`config.mk`:
```
export PLATFORM = sky130hd
export DESIGN_NAME = hsv_to_rgb555_pixel
export DESIGN_NICKNAME = d
export VERILOG_FILES = /design/src/hdl/hsv_pkg.sv /design/src/hdl/hsv_front.sv /design/src/hdl/hsv_scale.sv /design/src/hdl/hsv_mix.sv /design/src/hdl/hsv_to_rgb555_pixel.sv
export SDC_FILE = /design/constraint.sdc
export NUM_CORES = 2
export LEC_CHECK = 0
export BUFFER_PORTS_ARGS = -buffer_cell sky130_fd_sc_hd__buf_2
export CAP_MARGIN = 20
export CELL_PAD_IN_SITES_DETAIL_PLACEMENT = 1
export CELL_PAD_IN_SITES_GLOBAL_PLACEMENT = 2
export CORE_MARGIN = 4
export CORE_UTILIZATION = 48
export DETAILED_ROUTE_END_ITERATION = 6
export PLACE_DENSITY = 0.95
export SLEW_MARGIN = 10
export SYNTH_ARGS = -nofsm -noshare
export SYNTH_HDL_FRONTEND = slang
export SYNTH_SLANG_ARGS = --single-unit
export TNS_END_PERCENT = 50
```
`constraint.sdc`:
```
create_clock -name clk_i -period 26.7 [get_ports clk_i]
set_input_delay 5.34 -clock clk_i [delete_from_list [all_inputs] [get_ports clk_i]]
set_output_delay 5.34 -clock clk_i [all_outputs]
set_load 0.005 [all_outputs]
```
`src/hdl/hsv_pkg.sv`:
```
`timescale 1ns / 1ps
// ----------------------------------------------------------------------------
// hsv_pkg: shared types and constants for the HSV to RGB555 pixel pipeline
// Sector codes, field widths and the reciprocal constants used for the
// exact divisions by 65025 and by 975375 (65025 * 15).
// ----------------------------------------------------------------------------
package hsv_pkg;

  localparam int unsigned HueW   = 13;
  localparam int unsigned ChanW  = 8;
  localparam int unsigned Chan5W = 5;
  localparam int unsigned PixW   = 16;
  localparam int unsigned ProdW  = 16;   // bri * sat, at most 65025
  localparam int unsigned PosW   = 11;   // hue mod 1920
  localparam int unsigned WgtW   = 10;   // 960 - distance, at most 960

  localparam logic [HueW-1:0] SectorSpan = 13'd960;
  localparam logic [PosW-1:0] SpanNarrow = 11'd960;
  localparam logic [PosW-1:0] PairSpan   = 11'd1920;
  localparam logic [PixW-1:0] MarkerBit  = 16'h8000;

  // floor(31 * n / 65025) = (n * CScaleMult) >> CShift for n <= 65025
  localparam int unsigned    CShift     = 37;
  localparam int unsigned    CMultW     = 27;
  localparam int unsigned    CProdW     = ProdW + CMultW;
  localparam logic [63:0]    CRecip     = ((64'd1 << CShift) + 64'd65024) / 64'd65025;
  localparam logic [CMultW-1:0] CScaleMult = CMultW'(CRecip * 64'd31);

  // floor(m / 975375) = (m * XMult) >> XShift for m < 2^25
  localparam int unsigned    XNumW   = 25;
  localparam int unsigned    XShift  = 45;
  localparam int unsigned    XMultW  = 26;
  localparam int unsigned    XProdW  = XNumW + XMultW;
  localparam logic [63:0]    XRecip  = ((64'd1 << XShift) + 64'd975374) / 64'd975375;
  localparam logic [XMultW-1:0] XMult = XMultW'(XRecip);

  localparam int unsigned    PwW     = ProdW + WgtW;   // p * w
  localparam int unsigned    Pw31W   = PwW + 5;        // 31 * p * w

  typedef enum logic [2:0] {
    SECT_0     = 3'd0,
    SECT_1     = 3'd1,
    SECT_2     = 3'd2,
    SECT_3     = 3'd3,
    SECT_4     = 3'd4,
    SECT_5     = 3'd5,
    SECT_BLACK = 3'd6
  } sector_e;

  typedef struct packed {
    logic en_a;
    logic en_b;
    logic en_c;
    logic en_d;
  } stage_en_t;

endpackage

```
`src/hdl/hsv_front.sv`:
```
`timescale 1ns / 1ps
// ----------------------------------------------------------------------------
// hsv_front: first pipeline stage
// Decode the hue sector, fold the hue into one sector pair and form the
// chroma and offset products bri*sat and bri*(255-sat).
// ----------------------------------------------------------------------------
module hsv_front (
  input  logic                          clk_i,
  input  logic                          en_i,
  input  logic [hsv_pkg::HueW-1:0]      hue_i,
  input  logic [hsv_pkg::ChanW-1:0]     sat_i,
  input  logic [hsv_pkg::ChanW-1:0]     bri_i,
  output hsv_pkg::sector_e              sector_o,
  output logic [hsv_pkg::PosW-1:0]      pos_o,
  output logic [hsv_pkg::ProdW-1:0]     cprod_o,
  output logic [hsv_pkg::ProdW-1:0]     mprod_o
);
  import hsv_pkg::*;

  sector_e             sector_d, sector_q;
  logic [HueW-1:0]     base;
  logic [PosW-1:0]     pos_d, pos_q;
  logic [ProdW-1:0]    cprod_d, cprod_q, mprod_d, mprod_q;
  logic [ChanW-1:0]    sat_inv;

  always_comb begin
    priority if (hue_i < SectorSpan) begin
      sector_d = SECT_0;
      base     = '0;
    end else if (hue_i < 13'(2 * SectorSpan)) begin
      sector_d = SECT_1;
      base     = '0;
    end else if (hue_i < 13'(3 * SectorSpan)) begin
      sector_d = SECT_2;
      base     = 13'(2 * SectorSpan);
    end else if (hue_i < 13'(4 * SectorSpan)) begin
      sector_d = SECT_3;
      base     = 13'(2 * SectorSpan);
    end else if (hue_i < 13'(5 * SectorSpan)) begin
      sector_d = SECT_4;
      base     = 13'(4 * SectorSpan);
    end else if (hue_i < 13'(6 * SectorSpan)) begin
      sector_d = SECT_5;
      base     = 13'(4 * SectorSpan);
    end else begin
      sector_d = SECT_BLACK;
      base     = '0;
    end
  end

  always_comb begin
    logic [HueW-1:0] diff;
    diff    = hue_i - base;
    pos_d   = diff[PosW-1:0];
    sat_inv = ~sat_i;
    cprod_d = ProdW'(bri_i) * ProdW'(sat_i);
    mprod_d = ProdW'(bri_i) * ProdW'(sat_inv);
  end

  always_ff @(posedge clk_i) begin
    if (en_i) begin
      sector_q <= sector_d;
      pos_q    <= pos_d;
      cprod_q  <= cprod_d;
      mprod_q  <= mprod_d;
    end
  end

  assign sector_o = sector_q;
  assign pos_o    = pos_q;
  assign cprod_o  = cprod_q;
  assign mprod_o  = mprod_q;

endmodule

```
`src/hdl/hsv_scale.sv`:
```
`timescale 1ns / 1ps
// ----------------------------------------------------------------------------
// hsv_scale: second and third pipeline stages
// Scale chroma and offset by 31/65025 through a reciprocal multiply, form
// the hue weight product, scale it by 31 and divide it by 65025*960 in two steps.
// ----------------------------------------------------------------------------
module hsv_scale (
  input  logic                          clk_i,
  input  hsv_pkg::stage_en_t            en_i,
  input  hsv_pkg::sector_e              sector_i,
  input  logic [hsv_pkg::PosW-1:0]      pos_i,
  input  logic [hsv_pkg::ProdW-1:0]     cprod_i,
  input  logic [hsv_pkg::ProdW-1:0]     mprod_i,
  output hsv_pkg::sector_e              sector_o,
  output logic [hsv_pkg::Chan5W-1:0]    c5_o,
  output logic [hsv_pkg::Chan5W-1:0]    m5_o,
  output logic [hsv_pkg::XProdW-1:0]    xprod_o
);
  import hsv_pkg::*;

  // stage B
  sector_e            sector_b_q;
  logic [WgtW-1:0]    wgt;
  logic [CProdW-1:0]  cscl_q, mscl_q;
  logic [PwW-1:0]     pw_q;
  // stage C
  sector_e            sector_c_q;
  logic [Chan5W-1:0]  c5_q, m5_q;
  logic [XProdW-1:0]  xprod_q;
  logic [Pw31W-1:0]   pw31;
  logic [XNumW-1:0]   xnum;

  // weight = 960 - |pos - 960|
  always_comb begin
    logic [PosW-1:0] w_full;
    w_full = (pos_i < SpanNarrow) ? pos_i : (PairSpan - pos_i);
    wgt    = w_full[WgtW-1:0];
  end

  always_ff @(posedge clk_i) begin
    if (en_i.en_b) begin
      sector_b_q <= sector_i;
      cscl_q     <= CProdW'(cprod_i) * CProdW'(CScaleMult);
      mscl_q     <= CProdW'(mprod_i) * CProdW'(CScaleMult);
      pw_q       <= PwW'(cprod_i) * PwW'(wgt);
    end
  end

  // 31 * p * w, then drop the factor 64 of 960 exactly
  assign pw31 = {pw_q, 5'b0} - Pw31W'(pw_q);
  assign xnum = pw31[Pw31W-1 -: XNumW];

  always_ff @(posedge clk_i) begin
    if (en_i.en_c) begin
      sector_c_q <= sector_b_q;
      c5_q       <= cscl_q[CShift +: Chan5W];
      m5_q       <= mscl_q[CShift +: Chan5W];
      xprod_q    <= XProdW'(xnum) * XProdW'(XMult);
    end
  end

  assign sector_o = sector_c_q;
  assign c5_o     = c5_q;
  assign m5_o     = m5_q;
  assign xprod_o  = xprod_q;

endmodule

```
`src/hdl/hsv_mix.sv`:
```
`timescale 1ns / 1ps
// ----------------------------------------------------------------------------
// hsv_mix: last pipeline stage
// Add the offset, route the three levels to red, green and blue by sector
// and pack the pixel word into the output register.
// ----------------------------------------------------------------------------
module hsv_mix (
  input  logic                          clk_i,
  input  logic                          en_i,
  input  hsv_pkg::sector_e              sector_i,
  input  logic [hsv_pkg::Chan5W-1:0]    c5_i,
  input  logic [hsv_pkg::Chan5W-1:0]    m5_i,
  input  logic [hsv_pkg::XProdW-1:0]    xprod_i,
  output logic [hsv_pkg::PixW-1:0]      pixel_o
);
  import hsv_pkg::*;

  logic [Chan5W-1:0] x5, cm, xm, red, grn, blu;
  logic [PixW-1:0]   pixel_d, pixel_q;

  assign x5 = xprod_i[XShift +: Chan5W];
  assign cm = c5_i + m5_i;
  assign xm = x5 + m5_i;

  always_comb begin
    unique case (sector_i)
      SECT_0:     begin red = cm;   grn = xm;   blu = m5_i; end
      SECT_1:     begin red = xm;   grn = cm;   blu = m5_i; end
      SECT_2:     begin red = m5_i; grn = cm;   blu = xm;   end
      SECT_3:     begin red = m5_i; grn = xm;   blu = cm;   end
      SECT_4:     begin red = xm;   grn = m5_i; blu = cm;   end
      SECT_5:     begin red = cm;   grn = m5_i; blu = xm;   end
      SECT_BLACK: begin red = '0;   grn = '0;   blu = '0;   end
      default:    begin red = '0;   grn = '0;   blu = '0;   end
    endcase
    pixel_d = MarkerBit | {1'b0, red, grn, blu};
  end

  always_ff @(posedge clk_i) begin
    if (en_i) begin
      pixel_q <= pixel_d;
    end
  end

  assign pixel_o = pixel_q;

endmodule

```
`src/hdl/hsv_to_rgb555_pixel.sv`:
```
`timescale 1ns / 1ps
// An accepted request passes the registers of stages A, B, C and D in order.
// Throughput: one request per cycle while the sink takes results; four
// register stages, each with its own valid bit, advance whenever the stage
// downstream is free.
// Reset: asynchronous active-low rst_ni clears the stage valid bits only;
// payload registers are not reset.
// ----------------------------------------------------------------------------
// hsv_to_rgb555_pixel: HSV colour to 16-bit LED pixel word
// Hue in 1/16 degree, saturation and brightness as n/255 go in; a word with
// bit 15 set and 5-bit red, green and blue comes out. Stages:
//   A  sector decode, hue fold, bri*sat and bri*(255-sat)
//   B  reciprocal scale of chroma/offset, weight product p*w
//   C  slice C5/M5, reciprocal multiply for X5
//   D  offset add, sector routing, pack (output register)
// A hue of 5760 or more gives black with the marker bit.
// ----------------------------------------------------------------------------
module hsv_to_rgb555_pixel (
  input  logic        clk_i,
  input  logic        rst_ni,
  // s_axis_tdata: [12:0] hue_sixteenths, [20:13] saturation,
  //               [28:21] brightness, [31:29] zero
  input  logic        s_axis_tvalid,
  output logic        s_axis_tready,
  input  logic [31:0] s_axis_tdata,
  // m_axis_tdata: [15:0] pixel_word
  output logic        m_axis_tvalid,
  input  logic        m_axis_tready,
  output logic [15:0] m_axis_tdata
);
  import hsv_pkg::*;

  stage_en_t         en;
  logic              v_a_q, v_b_q, v_c_q, v_d_q;

  sector_e           sector_a, sector_c;
  logic [PosW-1:0]   pos_a;
  logic [ProdW-1:0]  cprod_a, mprod_a;
  logic [Chan5W-1:0] c5_c, m5_c;
  logic [XProdW-1:0] xprod_c;

  // Advance a stage when its slot is empty or its content moves on; the
  // output register holds while the sink stalls.
  always_comb begin
    en.en_d = !v_d_q || m_axis_tready;
    en.en_c = !v_c_q || en.en_d;
    en.en_b = !v_b_q || en.en_c;
    en.en_a = !v_a_q || en.en_b;
  end

  assign s_axis_tready = en.en_a;

  always_ff @(posedge clk_i or negedge rst_ni) begin
    if (!rst_ni) begin
      v_a_q <= 1'b0;
      v_b_q <= 1'b0;
      v_c_q <= 1'b0;
      v_d_q <= 1'b0;
    end else begin
      if (en.en_a) v_a_q <= s_axis_tvalid;
      if (en.en_b) v_b_q <= v_a_q;
      if (en.en_c) v_c_q <= v_b_q;
      if (en.en_d) v_d_q <= v_c_q;
    end
  end

  hsv_front u_front (
    .clk_i    (clk_i),
    .en_i     (en.en_a),
    .hue_i    (s_axis_tdata[HueW-1:0]),
    .sat_i    (s_axis_tdata[HueW +: ChanW]),
    .bri_i    (s_axis_tdata[HueW+ChanW +: ChanW]),
    .sector_o (sector_a),
    .pos_o    (pos_a),
    .cprod_o  (cprod_a),
    .mprod_o  (mprod_a)
  );

  hsv_scale u_scale (
    .clk_i    (clk_i),
    .en_i     (en),
    .sector_i (sector_a),
    .pos_i    (pos_a),
    .cprod_i  (cprod_a),
    .mprod_i  (mprod_a),
    .sector_o (sector_c),
    .c5_o     (c5_c),
    .m5_o     (m5_c),
    .xprod_o  (xprod_c)
  );

  hsv_mix u_mix (
    .clk_i    (clk_i),
    .en_i     (en.en_d),
    .sector_i (sector_c),
    .c5_i     (c5_c),
    .m5_i     (m5_c),
    .xprod_i  (xprod_c),
    .pixel_o  (m_axis_tdata)
  );

  assign m_axis_tvalid = v_d_q;

endmodule
```
Word level (Yosys, flattened, before mapping)
Cells that the tools add are included.

Output and inout port bits: 18. Input port bits: 36. Register bits after elaboration: 240.

Multiplexer cells: 15. Multipliers: 6. Order comparisons: 7. Bitwise operators: 1. Reductions and logical operators: 20. Equality and inequality tests: 5. $add $sub $neg: 5.

Operators with widths (count): multiplier 16 x 26 -> 42 bit (second input constant) (2); 2-to-1 mux 11 bit (6); multiplier 25 x 25 -> 49 bit (second input constant) (1); one-hot mux 5 bit (3 select lines) (3); multiplier 8 x 8 -> 16 bit (2); subtractor 31 x 26 -> 31 bit (1); less-than comparator 13 x 12 -> 1 bit (second input constant) (2); less-than comparator 13 bit (second input constant) (2); multiplier 16 x 10 -> 26 bit (1); OR reduction 2 bit (10); less-than comparator 13 x 10 -> 1 bit (second input constant) (1); less-than comparator 13 x 11 -> 1 bit (second input constant) (1); less-than comparator 11 x 10 -> 1 bit (second input constant) (1); subtractor 11 bit (1); adder 5 bit (2); 2-to-1 mux 10 bit (1); subtractor 10 bit (first input constant) (1); 2-to-1 mux 2 bit (4); NOT 8 bit (1); == test 3 x 2 -> 1 bit (second input constant) (2); == test 3 bit (second input constant) (2); logical NOT 1 bit (4); logical OR 1 bit (4); OR reduction 4 bit (1); 3 further kinds (3).

Logic depth before layout (Yosys ltp)
Depth in word-level cells: 8. Mapped depth: 34. Depth with buffers taken out: 33.

Modules after synthesis
From an unflattened synthesis, not the netlist that was laid out.

Cell total of the unflattened synthesis: 4128. Area total of the unflattened synthesis: 41812.6 µm².

By module, submodules not included: hsv_scale (area an instance 34604.4 µm², instances 1, cells each 3420, sequential area each 3062.9 µm²); hsv_front (area an instance 5846.9 µm², instances 1, cells each 580, sequential area each 1381.3 µm²); hsv_mix (area an instance 1192.4 µm², instances 1, cells each 115, sequential area each 450.4 µm²); hsv_to_rgb555_pixel (area an instance 168.9 µm², instances 1, cells each 13, sequential area each 100.1 µm²).

Worst setup path after synthesis
Ideal clock, no wire load.

Kind: input to output. From: in m_axis_tready. To: out s_axis_tready. Path slack: 14423 ps. Data arrival time: 6937 ps. Data required time: 21360 ps. Stages on the path: 2. Cells stage by stage: nor2b_1 -> nand4_1.

Word-level cells in the longest chain between the ends: 4.

RTL lines: start: declaration (line hsv_to_rgb555_pixel.sv:28) `input logic m_axis_tready,`; logical OR 1 bit (line hsv_to_rgb555_pixel.sv:45) `en.en_d = !v_d_q || m_axis_tready;`; logical OR 1 bit (line hsv_to_rgb555_pixel.sv:46) `en.en_c = !v_c_q || en.en_d;`; logical OR 1 bit (line hsv_to_rgb555_pixel.sv:47) `en.en_b = !v_b_q || en.en_c;`; logical OR 1 bit (line hsv_to_rgb555_pixel.sv:48) `en.en_a = !v_a_q || en.en_b;`; end: declaration (line hsv_to_rgb555_pixel.sv:24) `output logic s_axis_tready,`.

No other way between the ends.

Worst setup path in the final report
Same ends and word-level chain as after synthesis.

==> results_dict.tcl <==
set metrics [dict create \
    cts_root_buffer "clkbuf_16" \
    end_kind "output port" \
    die_area_um2 85100 \
    initial_core_util 0.487 \
    ctsLongestPathBuffers 2 \
    rsz0062_at_grt "false" \
    min-delay-start "u_scale.mscl_q[37]" \
    nNetsFinal 5347 \
    outcome "completed" \
    grt_overflow 0 \
    areaGrowthSynthToFinish_pct 5.79 \
    synth_cells 3781 \
    worst_path_most_repeated_cell "buf_2" \
    synthFlopType "edfxtp_1" \
    grt_start_max_net_pins 40 \
    yosysWarnings 0 \
    wirelength_mm 104 \
    grt_pass1_wl_mm 169 \
    synth_area_per_cell_um2 10.2 \
    min_to "u_scale.m5_o[0]" \
    hold_buffers 0 \
    core-area_um2 79400 \
    place_congestion 0.900 \
    hold_viol_final 0 \
    fmax_mhz 85.4 \
    postRouteAntennaNets 0 \
    ys_seq_area_frac 0.0943 \
    hpwl_mm 90.1 \
    min_period_ps 11710 \
    cp-start-kind "input pin" \
    grt.total_usage 0.254 \
    cp_num_cells 5 \
    cts_tree "yes" \
    port_buffers 49 \
    critPathMaxStageDelay_ps 340 \
    cts_resized 0 \
    min_path_cells 0 \
    slew_violations 0 \
    critPathKind "in -> out" \
    fin_setup_tns_ps 0 \
    antenna_found_initial 3 \
    drc 0 \
    numCtsBuffers 17 \
    netlist_area_um2 38700 \
    die_w_um 292 \
    layout_commonest_cell "inv_1" \
    cts_sinks 122 \
    drt-pass1-iter-count 5 \
    viasPerCell 5.34 \
    synth_edf_count 118 \
    placementRows 103 \
    final_cell_mix "1,077 x inv_1, 770 x fa_1, 708 x ha_1, 183 x nand2_1, 118 x edfxtp_1" \
    post-cts-setup-buffers 0 \
    reg2reg_slack_ps 16460 \
    clkLatencyLatePin_ps 480 \
    required_ps 21360 \
    drive_above_1_share 0.0364 \
    rr_startpoint "u_scale.pw_q[19]" \
    vias 26172 \
    finalCritPeriodShare 0.439 \
    maxSlewHeadroom 0.285 \
    path_max_fanout 18 \
    cp.arrival_ps 6370 \
    synthesis.nets 5295 \
    reg2reg_to "u_scale.xprod_o[49]" \
    setup_viol 0 \
    cp.buffers_inverters 3 \
    grt_pass1_vias 30957 \
    cpMaxStageDelayCell "nor2b_1" \
    first_iter_violations 1167 \
    fillers 8884 \
    netlist-cell-type-count 75 \
    pin_count 54 \
    cpLargestDelayFamily "buffers and inverters" \
    skew_ps 24.9 \
    worstRegToRegCells 29 \
    maxCapViolations 0 \
    synth_seq_cells 122 \
    crit_chain "buf_2 > nor2b_1 > nand4_1 > buf_4 > buf_2" \
    htree_levels 4 \
    synthArstFlopShare 0.0328 \
    die_y_um 292 \
    tightest_slew_ps 1070 \
    post_drt_wl_per_cell_um 21.3 \
    path_clk_slew_ps 60 \
    hold_class "reg -> reg" \
]
-- metal layers --
| layer | global-route usage | routed length (um) |
|---|---|---|
| met5 | 0 | 13 |
| met4 | 0.0685 | 2890 |
| met3 | 0.0383 | 4520 |
| met2 | 0.453 | 53300 |
| met1 | 0.323 | 43700 |
-- cell type report --
type,instances,area (um2),area share
multi-input combinational,2533,30800,0.753
clock buffer,20,437,0.0107
clock inverter,12,174,0.00425
sequential,122,3640,0.0891
antenna,2,5.00,0.000122
timing repair buffer,82,493,0.0121
inverter,1077,4040,0.0989
tap,1050,1310,0.0321
-- synthesized netlist by cell type (24+ instances only) --
cell / number / area, um2
a21oi_1: 80 / 400
nor2b_1: 51 / 319
nor2_1: 113 / 424
nand2_1: 183 / 687
o21ai_0: 58 / 290
fa_1: 770 / 15400
inv_1: 1077 / 4040
nand3_1: 24 / 120
xnor2_1: 93 / 815
a21o_1: 61 / 458
clkbuf_1: 43 / 161
edfxtp_1: 118 / 3540
ha_1: 708 / 8860
and2_1: 81 / 507
xor2_1: 43 / 377
nand2b_1: 47 / 294
-- flip-flops by register name (all words and copies together), names as in the netlist, 3 cells and up --
signal / flops
u_mix.pixel_o: 15
u_scale.xprod_o: 5
u_scale.sector_b_q: 3
u_scale.mscl_q: 5
u_scale.sector_o: 3
u_scale.pw_q: 26
u_front.pos_o: 11
u_front.cprod_o: 16
u_scale.c5_o: 5
u_scale.cscl_q: 5
u_front.sector_o: 3
u_front.mprod_o: 16
u_scale.m5_o: 5
-- cells by family (layout without fill, tap and decap cells) --
group | count (synthesis) | count (layout) | share of synthesized area
compound gates | 322 | 322 | 0.0560
xor+xnor | 140 | 140 | 0.0330
fa+ha+maj | 1478 | 1478 | 0.628
buf+inv | 1126 | 1191 | 0.110
flops | 122 | 122 | 0.0943
mux | 23 | 23 | 0.00602
other cells | 1 | 3 | 0.0000970
simple gates | 569 | 569 | 0.0730
-- worst max-delay path by stage --
stage                             start             to  slack, ps
after CTS                 m_axis_tready  s_axis_tready      15000
after global placement    m_axis_tready  s_axis_tready      15060
after global routing      m_axis_tready  s_axis_tready      14920
after floorplan           m_axis_tready  s_axis_tready      14420
after detailed placement  m_axis_tready  s_axis_tready      15000
final                     m_axis_tready  s_axis_tready      14990
-- worst register-to-register path, delay by kind of cell (launching register included) --
kind / cells / cell delay, ps
AND/OR/NAND/NOR: 5 / 1350
adder cells (fa/ha/maj): 9 / 4240
flip-flops: 1 / 380
buffers and inverters: 6 / 730
XOR/XNOR: 2 / 980
AO/OA/AOI/OAI: 7 / 2300
-- through the flow --
stage	instance area (um2)	hold WS (ps)	std cells	util	worst slack [ps]
floorplan	38700	400	3781	-	14420
global placement	40300	402	4863	0.507	15060
detailed placement	40300	410	4863	0.507	15000
CTS	40900	425	4895	0.515	15000
global route	40900	438	4898	0.515	14920
finish	40900	420	4898	0.515	14990
Power is left out: the tool's default activity adds up to more than one toggle a clock period on the data nets, which glitch-free logic cannot reach.
